### src/rtl/core/tsf_pkg.sv
// Shared types and constants of the thermistor summary frame block.
`default_nettype none

package tsf_pkg;

    // Lane count carried by one item and number of lanes actually used
    localparam int LANES        = 6;
    localparam int SENSOR_COUNT = 6;
    localparam int N_USED       = (SENSOR_COUNT < 1) ? 1 :
                                  ((SENSOR_COUNT > LANES) ? LANES : SENSOR_COUNT);

    // Field widths
    localparam int TEMP_W = 16;
    localparam int FRAC_W = 8;
    localparam int DEG_W  = 8;
    localparam int LANE_W = 3;
    localparam int SUM_W  = TEMP_W + $clog2(LANES + 1);

    // Whole-degree range
    localparam int DEG_MIN = -(1 << (DEG_W - 1));
    localparam int DEG_MAX = (1 << (DEG_W - 1)) - 1;

    // Mean: |sum| >> FRAC_W, then divide by N_USED through a reciprocal
    localparam int WHOLE_W     = SUM_W - FRAC_W;
    localparam int RECIP_SHIFT = 12;
    localparam int RECIP       = ((1 << RECIP_SHIFT) + N_USED - 1) / N_USED;
    localparam int RECIP_W     = RECIP_SHIFT + 1;
    localparam int MAG_W       = DEG_W + 1;

    // Frame check terms
    localparam int           MODULE_NUMBER = 0;
    localparam logic [7:0]   CHECK_CONST   = 8'h41;

    typedef logic signed [TEMP_W-1:0] temp_t;
    typedef logic signed [DEG_W-1:0]  deg_t;
    typedef logic [LANE_W-1:0]        lane_idx_t;

    // Reduction results handed from the merge stage to the mean stage
    typedef struct packed {
        deg_t                    lo;
        deg_t                    hi;
        lane_idx_t               lo_lane;
        lane_idx_t               hi_lane;
        logic signed [SUM_W-1:0] sum;
    } merge_t;

endpackage

`default_nettype wire

### src/rtl/core/tsf_lane.sv
// One sensor lane: Q8.8 reading truncated toward zero to a saturated whole degree.
`default_nettype none

module tsf_lane (
    input  tsf_pkg::temp_t temp,
    output tsf_pkg::deg_t  deg
);

    logic signed [tsf_pkg::DEG_W:0] shifted;
    logic                           round_up;
    logic signed [tsf_pkg::DEG_W:0] whole;

    // Floor shift, then step back toward zero for negative values with a fraction
    always_comb begin
        shifted  = (tsf_pkg::DEG_W + 1)'(temp >>> tsf_pkg::FRAC_W);
        round_up = temp[tsf_pkg::TEMP_W-1] && (temp[tsf_pkg::FRAC_W-1:0] != '0);
        whole    = shifted + $signed({{tsf_pkg::DEG_W{1'b0}}, round_up});
        if (whole < tsf_pkg::DEG_MIN) begin
            deg = tsf_pkg::DEG_W'(tsf_pkg::DEG_MIN);
        end else if (whole > tsf_pkg::DEG_MAX) begin
            deg = tsf_pkg::DEG_W'(tsf_pkg::DEG_MAX);
        end else begin
            deg = whole[tsf_pkg::DEG_W-1:0];
        end
    end

endmodule

`default_nettype wire

### src/rtl/core/tsf_merge.sv
// Merge of the lane results: first-lane minimum and maximum, and the exact Q8.8 sum.
`default_nettype none

module tsf_merge (
    input  tsf_pkg::deg_t  deg  [tsf_pkg::LANES],
    input  tsf_pkg::temp_t temp [tsf_pkg::LANES],
    output tsf_pkg::merge_t merged
);

    always_comb begin
        merged         = '0;
        merged.lo      = deg[0];
        merged.hi      = deg[0];
        merged.lo_lane = '0;
        merged.hi_lane = '0;
        merged.sum     = tsf_pkg::SUM_W'(temp[0]);
        // Strict compares keep the earliest lane on a tie
        for (int i = 1; i < tsf_pkg::N_USED; i++) begin
            if (deg[i] < merged.lo) begin
                merged.lo      = deg[i];
                merged.lo_lane = tsf_pkg::LANE_W'(i);
            end
            if (deg[i] > merged.hi) begin
                merged.hi      = deg[i];
                merged.hi_lane = tsf_pkg::LANE_W'(i);
            end
            merged.sum = merged.sum + tsf_pkg::SUM_W'(temp[i]);
        end
    end

endmodule

`default_nettype wire

### src/rtl/core/tsf_mean.sv
// Mean of the lanes (truncated toward zero, saturated) and the frame check byte.
`default_nettype none

module tsf_mean (
    input  tsf_pkg::merge_t merged,
    output tsf_pkg::deg_t   mean,
    output logic [7:0]      check
);

    logic                                              sum_neg;
    logic [tsf_pkg::SUM_W-1:0]                         mag;
    logic [tsf_pkg::WHOLE_W-1:0]                       whole;
    logic [tsf_pkg::WHOLE_W+tsf_pkg::RECIP_W-1:0]      prod;
    logic [tsf_pkg::MAG_W-1:0]                         quot;
    logic signed [tsf_pkg::MAG_W:0]                    signed_quot;

    // Divide |sum| by 256 * N: shift out the fraction, multiply by reciprocal
    always_comb begin
        sum_neg = merged.sum[tsf_pkg::SUM_W-1];
        mag     = sum_neg ? tsf_pkg::SUM_W'(-merged.sum) : tsf_pkg::SUM_W'(merged.sum);
        whole   = mag[tsf_pkg::FRAC_W +: tsf_pkg::WHOLE_W];
        prod    = (tsf_pkg::WHOLE_W + tsf_pkg::RECIP_W)'(whole)
                * (tsf_pkg::WHOLE_W + tsf_pkg::RECIP_W)'(tsf_pkg::RECIP);
        quot    = prod[tsf_pkg::RECIP_SHIFT +: tsf_pkg::MAG_W];
        signed_quot = sum_neg ? -$signed({1'b0, quot}) : $signed({1'b0, quot});
        if (signed_quot < tsf_pkg::DEG_MIN) begin
            mean = tsf_pkg::DEG_W'(tsf_pkg::DEG_MIN);
        end else if (signed_quot > tsf_pkg::DEG_MAX) begin
            mean = tsf_pkg::DEG_W'(tsf_pkg::DEG_MAX);
        end else begin
            mean = signed_quot[tsf_pkg::DEG_W-1:0];
        end
    end

    // Wrapping byte sum of the frame fields
    always_comb begin
        check = 8'(tsf_pkg::MODULE_NUMBER) + $unsigned(merged.lo) + $unsigned(merged.hi)
              + $unsigned(mean) + 8'(tsf_pkg::N_USED) + 8'(merged.hi_lane)
              + 8'(merged.lo_lane) + tsf_pkg::CHECK_CONST;
    end

endmodule

`default_nettype wire

### src/rtl/core/thermistor_summary_frame.sv
// Thermistor summary frame: three-stage pipeline taking one item per clock except when stalled.
// Each transfer on the s_ channel carries six signed Q8.8 readings; each lane truncates its
// reading toward zero to a whole degree in the first stage, the merge stage finds the lowest
// and highest values (earliest lane wins a tie) and the exact sum, and the last stage forms the
// mean (sum / sensor count, toward zero) and the frame check byte. Results pass through the
// lane, merge and output registers to the m_ channel; the pipeline takes a new item every cycle
// and only stalls when m_ready is low and every stage is occupied. s_ready follows m_ready
// combinationally through the stage occupancy chain. Reset empties the pipeline.
`default_nettype none

module thermistor_summary_frame (
    input  wire                   aclk,
    input  wire                   aresetn,
    input  wire                   s_valid,
    output logic                  s_ready,
    input  wire  signed [15:0]    s_temp_lane0,
    input  wire  signed [15:0]    s_temp_lane1,
    input  wire  signed [15:0]    s_temp_lane2,
    input  wire  signed [15:0]    s_temp_lane3,
    input  wire  signed [15:0]    s_temp_lane4,
    input  wire  signed [15:0]    s_temp_lane5,
    output logic                  m_valid,
    input  wire                   m_ready,
    output logic signed [7:0]     m_lowest_degrees,
    output logic signed [7:0]     m_highest_degrees,
    output logic signed [7:0]     m_mean_degrees,
    output logic [2:0]            m_lowest_lane,
    output logic [2:0]            m_highest_lane,
    output logic [7:0]            m_frame_check
);

    tsf_pkg::temp_t  temp_in   [tsf_pkg::LANES];
    tsf_pkg::deg_t   deg_comb  [tsf_pkg::LANES];
    tsf_pkg::temp_t  temp_reg  [tsf_pkg::LANES];
    tsf_pkg::deg_t   deg_reg   [tsf_pkg::LANES];
    tsf_pkg::merge_t merge_comb;
    tsf_pkg::merge_t merge_reg;
    tsf_pkg::deg_t   mean_comb;
    logic [7:0]      check_comb;

    logic lane_valid_reg;
    logic merge_valid_reg;
    logic out_valid_reg;
    logic lane_adv;
    logic merge_adv;
    logic out_adv;
    logic out_ready;
    logic merge_ready;

    assign temp_in[0] = s_temp_lane0;
    assign temp_in[1] = s_temp_lane1;
    assign temp_in[2] = s_temp_lane2;
    assign temp_in[3] = s_temp_lane3;
    assign temp_in[4] = s_temp_lane4;
    assign temp_in[5] = s_temp_lane5;

    // Stage occupancy chain: a stage takes data when it is empty or drains this cycle
    assign out_ready   = !out_valid_reg || m_ready;
    assign merge_ready = !merge_valid_reg || out_ready;
    assign s_ready     = !lane_valid_reg || merge_ready;
    assign lane_adv    = s_valid && s_ready;
    assign merge_adv   = lane_valid_reg && merge_ready;
    assign out_adv     = merge_valid_reg && out_ready;

    // Lane conversion
    for (genvar g = 0; g < tsf_pkg::LANES; g++) begin : g_lane
        tsf_lane u_lane (
            .temp (temp_in[g]),
            .deg  (deg_comb[g])
        );
    end

    tsf_merge u_merge (
        .deg    (deg_reg),
        .temp   (temp_reg),
        .merged (merge_comb)
    );

    tsf_mean u_mean (
        .merged (merge_reg),
        .mean   (mean_comb),
        .check  (check_comb)
    );

    // Valid bits
    always_ff @(posedge aclk) begin
        if (!aresetn) begin
            lane_valid_reg  <= 1'b0;
            merge_valid_reg <= 1'b0;
            out_valid_reg   <= 1'b0;
        end else begin
            if (s_ready) begin
                lane_valid_reg <= s_valid;
            end
            if (merge_ready) begin
                merge_valid_reg <= lane_valid_reg;
            end
            if (out_ready) begin
                out_valid_reg <= merge_valid_reg;
            end
        end
    end

    // Payload registers
    always_ff @(posedge aclk) begin
        if (lane_adv) begin
            temp_reg <= temp_in;
            deg_reg  <= deg_comb;
        end
        if (merge_adv) begin
            merge_reg <= merge_comb;
        end
        if (out_adv) begin
            m_lowest_degrees  <= merge_reg.lo;
            m_highest_degrees <= merge_reg.hi;
            m_mean_degrees    <= mean_comb;
            m_lowest_lane     <= merge_reg.lo_lane;
            m_highest_lane    <= merge_reg.hi_lane;
            m_frame_check     <= check_comb;
        end
    end

    assign m_valid = out_valid_reg;

endmodule

`default_nettype wire

### config.mk
export PLATFORM = sky130hd
export DESIGN_NAME = thermistor_summary_frame
export DESIGN_NICKNAME = d
export VERILOG_FILES = /design/src/rtl/core/tsf_pkg.sv /design/src/rtl/core/tsf_lane.sv /design/src/rtl/core/tsf_merge.sv /design/src/rtl/core/tsf_mean.sv /design/src/rtl/core/thermistor_summary_frame.sv
export SDC_FILE = /design/constraint.sdc
export NUM_CORES = 1
export LEC_CHECK = 0
export BUFFER_PORTS_ARGS = -buffer_cell sky130_fd_sc_hd__buf_2
export CORE_ASPECT_RATIO = 1.5
export CORE_MARGIN = 2
export CORE_UTILIZATION = 40
export DETAILED_ROUTE_END_ITERATION = 10
export PLACE_DENSITY = 0.67
export SKIP_CTS_REPAIR_TIMING = 1
export SYNTH_ARGS = -nofsm -noshare
export SYNTH_HDL_FRONTEND = slang
export SYNTH_HIERARCHICAL = 1
export SYNTH_SLANG_ARGS = --single-unit
### constraint.sdc
create_clock -name aclk -period 16.7 [get_ports aclk]
set_input_delay 0.835 -clock aclk [delete_from_list [all_inputs] [get_ports aclk]]
set_output_delay 0.835 -clock aclk [all_outputs]
set_load 0.02 [all_outputs]
# Word-level counts from Yosys, hierarchy flattened
# Cells that the tools add are included.
# Widths: inputs -> output; s select.
[classes]
magnitude_cmp = 24
n_mul = 1
add_sub_neg = 19
reduce_logical = 23
n_mux = 28
[ops]
columns = ["op", "count"]
rows = [
  ["$mux 8", 18],
  ["$add 19x16->19", 3],
  ["$add 8x2->9", 6],
  ["$gt 9x8->1 const B", 6],
  ["$lt 9x8->1 const B", 6],
  ["$reduce_bool 8->1", 6],
  ["$gt 8x8->1", 5],
  ["$lt 8x8->1", 5],
  ["$mul 11x10->21 const B", 1],
  ["$mux 19", 1],
  ["$neg 19->19", 1],
  ["$add 17x16->18", 1],
  ["$add 16x16->17", 1],
  ["$add 8x3->8", 2],
  ["$add 8x8->8", 2],
  ["$gt 10x8->1 const B", 1],
  ["$lt 10x8->1 const B", 1],
  ["$mux 10", 1],
  ["$neg 9->10", 1],
  ["$logic_and 1x1->1", 9],
  ["$add 8x3->8 const B", 1],
  ["$add 8x7->8 const B", 1],
  ["$mux 2", 4],
  ["$mux 1", 4],
  ["other kinds (3)", 8],
]
[totals]
register_bits = 226
word_cells = 123
input_bits = 100
output_inout_bits = 40

# Longest topological paths before layout
[depth]
ltp_word = 13
depth_mapped = 53
depth_no_buf = 50

# Modules after synthesis
# The synthesis kept the hierarchy.
[by_module_without_submodules]
columns = ["module", "n_inst", "cells_each", "seq_area_each_um2", "area_per_inst_um2"]
rows = [
  ["thermistor_summary_frame", 1, 236, 6756.5, 6834.1],
  ["tsf_merge", 1, 645, 0.0, 5233.8],
  ["tsf_mean", 1, 440, 0.0, 3687.3],
  ["tsf_lane", 6, 45, 0.0, 305.3],
]

# Worst setup path after synthesis
# No wires, ideal clock.
[synth_timing]
path_type = "flip-flop to flip-flop"
start = "reg merge_reg[4] (netlist bit)"
end = "reg m_frame_check[7] (data pin)"
synth_period_minus_slack_ns = 10.481
t_arrival_ns = 10.223
t_required_ns = 16.442
setup_time_ns = 0.258
n_path_buf = 0
stages_incl_launch_ff = 42
slack_ns = 6.219
cell_sequence = "edfxtp_1 > or4_4 > or3_4 > or3_1 > or4_1 > nor3_1 > nand2b_1 > xnor2_1 > ha_1 > ha_1 > inv_1 > fa_1 > inv_1 > fa_1 > inv_1 > fa_1 > inv_1 > ha_1 > (+6 left out) > inv_1 > a31o_1 > nor4_2 > nand2_1 > a221oi_4 > a311oi_2 > fa_1 > inv_1 > fa_1 > fa_1 > inv_1 > ha_1 > a21o_1 > a21oi_1 > o21bai_1 > a21oi_1 > xnor2_1 > xnor2_1"
[synth_between]
elab_chain_cells = 13
elab_cells_between_ends = 14
cone_classes = "add/sub: 7; mul: 1; order compare: 2; mux: 4"
[synth_lines]
columns = ["item", "line_no", "text"]
rows = [
  ["start: declaration", "thermistor_summary_frame.sv:37", "tsf_pkg::merge_t merge_reg;"],
  ["start signal: assignment", "thermistor_summary_frame.sv:111", "merge_reg <= merge_comb;"],
  ["$neg 19->19 (*)", "tsf_mean.sv:20", "mag = sum_neg ? tsf_pkg::SUM_W'(-merged.sum) : tsf_pkg::SUM_W'(merged.sum);"],
  ["$mux 19 (*)", "tsf_mean.sv:20", ""],
  ["$mul 11x10->21 (*)", "tsf_mean.sv:23", "* (tsf_pkg::WHOLE_W + tsf_pkg::RECIP_W)'(tsf_pkg::RECIP);"],
  ["$neg 9->10", "tsf_mean.sv:25", "signed_quot = sum_neg ? -$signed({1'b0, quot}) : $signed({1'b0, quot});"],
  ["$mux 10 (*)", "tsf_mean.sv:25", ""],
  ["$gt 10x8->1", "tsf_mean.sv:28", "end else if (signed_quot > tsf_pkg::DEG_MAX) begin"],
  ["$mux 8", "tsf_mean.sv:28", ""],
  ["$mux 8 (*)", "tsf_mean.sv:26", "if (signed_quot < tsf_pkg::DEG_MIN) begin"],
  ["net mean_comb[2]", "thermistor_summary_frame.sv:38", "tsf_pkg::deg_t mean_comb;"],
  ["$add 8x8->8 (*)", "tsf_mean.sv:38", "+ $unsigned(mean) + 8'(tsf_pkg::N_USED) + 8'(merged.hi_lane)"],
  ["$add 8x3->8 (*) (2 in series)", "tsf_mean.sv:38", ""],
  ["$add 8x3->8 (*)", "tsf_mean.sv:39", "+ 8'(merged.lo_lane) + tsf_pkg::CHECK_CONST;"],
  ["$add 8x7->8 (*)", "tsf_mean.sv:39", ""],
  ["net check_comb[7]", "thermistor_summary_frame.sv:39", "logic [7:0] check_comb;"],
  ["end signal: assignment", "thermistor_summary_frame.sv:119", "m_frame_check <= check_comb;"],
  ["end: declaration", "thermistor_summary_frame.sv:29", "output logic [7:0] m_frame_check"],
]
# The timed path passes the listed nets; every way through them passes the cells marked *.
# A chain may end at the register's enable or synchronous reset.

# Worst setup path in the final report
# Ends and elaborated chain as after synthesis.

==> reports/qor.csv <==
metric,value,unit
coreArea,0.0436,mm^2
synth_top_family_by_area,adder cells,
worstSetupPathType,reg -> reg,
setup_tns,0,ps
ys.flop_type,edfxtp_1,
overflow,0,
drv_slew,0,
grt_pass1_wl,68.9,mm
num_rows,94,
area_growth,11.9,%
synthAdderAreaFrac,24.1,%
numCtsBuffers,23,
seq_area_frac_synth,38.4,%
end_kind,flop,
synth_mux_area_share,2.53,%
hold_depth,0,
cts_buffer_depth,3,
max_freq,0.0873,GHz
ant_nets,0,
nNetsFinal,2104,
wl_per_cell,18.7,um
port_buffers,139,
setup.worst_path.start,merge_reg[4],
cp_max_fo,8,
path_buf_inv,7,
fin_area,0.0197,mm^2
dr.first_iter.drc_count,718,
gp_congestion,0.934,
synth_top_area_share,38.1,%
avgSynthCellArea,11.1,um^2
clk_latency,520,ps
synth_edf_count,223,
critPathArrivalTime,11720,ps
drc,0,
place_area,0.0189,mm^2
yosysMostFrequentCell,edfxtp_1,
setup_violations,0,
min_path_type,reg -> reg,
grt_setup_unrepaired,false,
timing.final.crit_period,11450,ps
die_h,261,um
syn_inst,1591,
synth.distinct_cells,96,
yosys.area_share.simple,10.6,%
status,completed,
via_per_inst,5.49,
slowest_stage,or4_4,
h-tree-depth,1,
yosys-top-cells-count,"223 x edfxtp_1, 220 x inv_1, 171 x ha_1",
required,16970,ps
synthTopCellsByArea,"edfxtp_1 38%, ha_1 12%, fa_1 12%",
synth_compound_area_share,16.5,%
cts_root_buffer,clkbuf_16,
clock_sinks,226,
grt_pass1_vias,13000,
min_to,m_lowest_degrees[0],
r2r_end,m_frame_check[7],
reg2regPathDepth,41,
start_util,40.3,%
synth_xor_area_share,2.39,%
tightest_slew,1190,ps
die_width,175,um
drv_cap,0,
yosysTopAreaCell,edfxtp_1,
regToRegSetupSlack,5250,ps
crit_family,adder cells,
die_area,0.0457,mm^2
syn_area,0.0176,mm^2
synth-async-reset-ratio,0,%
cts_tree,yes,
largest_register_ffs,96,
via_count,12700,
syn_nets,1967,
grt_max_degree,82,
start_kind,flop,
hold_viol,0,
io_pins,140,
antenna_found_initial,6,
max_slew_margin,20.4,%
dpl.hpwl,35.5,mm
clk_pin_slew,60,ps
path_depth,41,
drt-total-wl,43.3,mm
critPathMaxStageDelay,580,ps
hold_start,merge_reg[33],
grtUsageTotal,19.1,%
clock_skew,15.2,ps
crit_top_cell,inv_1,
synth_warnings,6,
drive_gt1_share,14.7,%
r2r_start,merge_reg[4],
ys_seq_elements,226,
finalCritPeriodShare,68.6,%
dr.pass1.iters,8,
[cell type report]
type / instances / area (um^2)
Tap cell: 576 / 721
Fill cell: 4023 / 24000
Clock buffer: 27 / 591
Inverter: 220 / 826
Antenna cell: 1 / 2.50
Sequential cell: 226 / 6760
Multi-Input combinational cell: 1115 / 9890
Clock inverter: 13 / 171
Timing Repair Buffer: 142 / 718
[worst max path at each step]
stage | endpoint | slack (ps)
2_1_floorplan | m_frame_check[7] | 6220
3_3_place_gp | m_frame_check[7] | 5490
3_5_place_dp | m_frame_check[7] | 5250
4_1_cts | m_frame_check[7] | 5240
5_1_grt | m_frame_check[7] | 4430
6_report | m_frame_check[7] | 5250
[layer usage]
metal	up-vias	share of wire, %	track usage (%)
met4	8	4.3	7.80
met2	374	53	36.7
li1	6140	-	-
met3	93	4.5	2.61
met1	6116	38	21.0
met5	-	0.12	0
[kinds of logic after synthesis]
family          count (synthesis)
flops                         226
buf+inv                       250
simple gates                  340
xor+xnor                       48
fa+ha+maj                     276
mux                            42
compound gates                409
[placed cells by master (no fill, tap or decap), drive strengths merged, types with 7 or more instances in the layout]
cell     instances
a31oi           28
o21ai           75
o211ai          22
a21oi          114
a311o            8
xnor2           38
nand2           82
nor2b           13
a211oi          15
nand3           24
a22o            11
o21a            20
clkbuf          27
inv            221
o2bb2ai          7
a32o             7
nor3            24
and3            23
o21bai           7
and2            14
nand4           23
and4            13
xor2            10
mux2i           29
mux2            13
nor2            67
nand2b           8
buf            142
fa             105
a221oi          10
edfxtp         223
a21boi           7
ha             171
nor4            19
a21o            24
and3b            7
a41oi            8
or3              8
[through the flow]
stage	util (%)	worst slack (ps)	instances	hold slack [ps]
CTS	45.1	5240	2319	450
floorplan	-	6220	1591	426
global placement	43.3	5490	2279	446
global route	45.1	4430	2320	459
finish	45.1	5250	2320	448
detailed placement	43.3	5250	2279	435
Power is left out: the tool's default activity adds up to more than one toggle a clock period on the data nets, which glitch-free logic cannot reach.
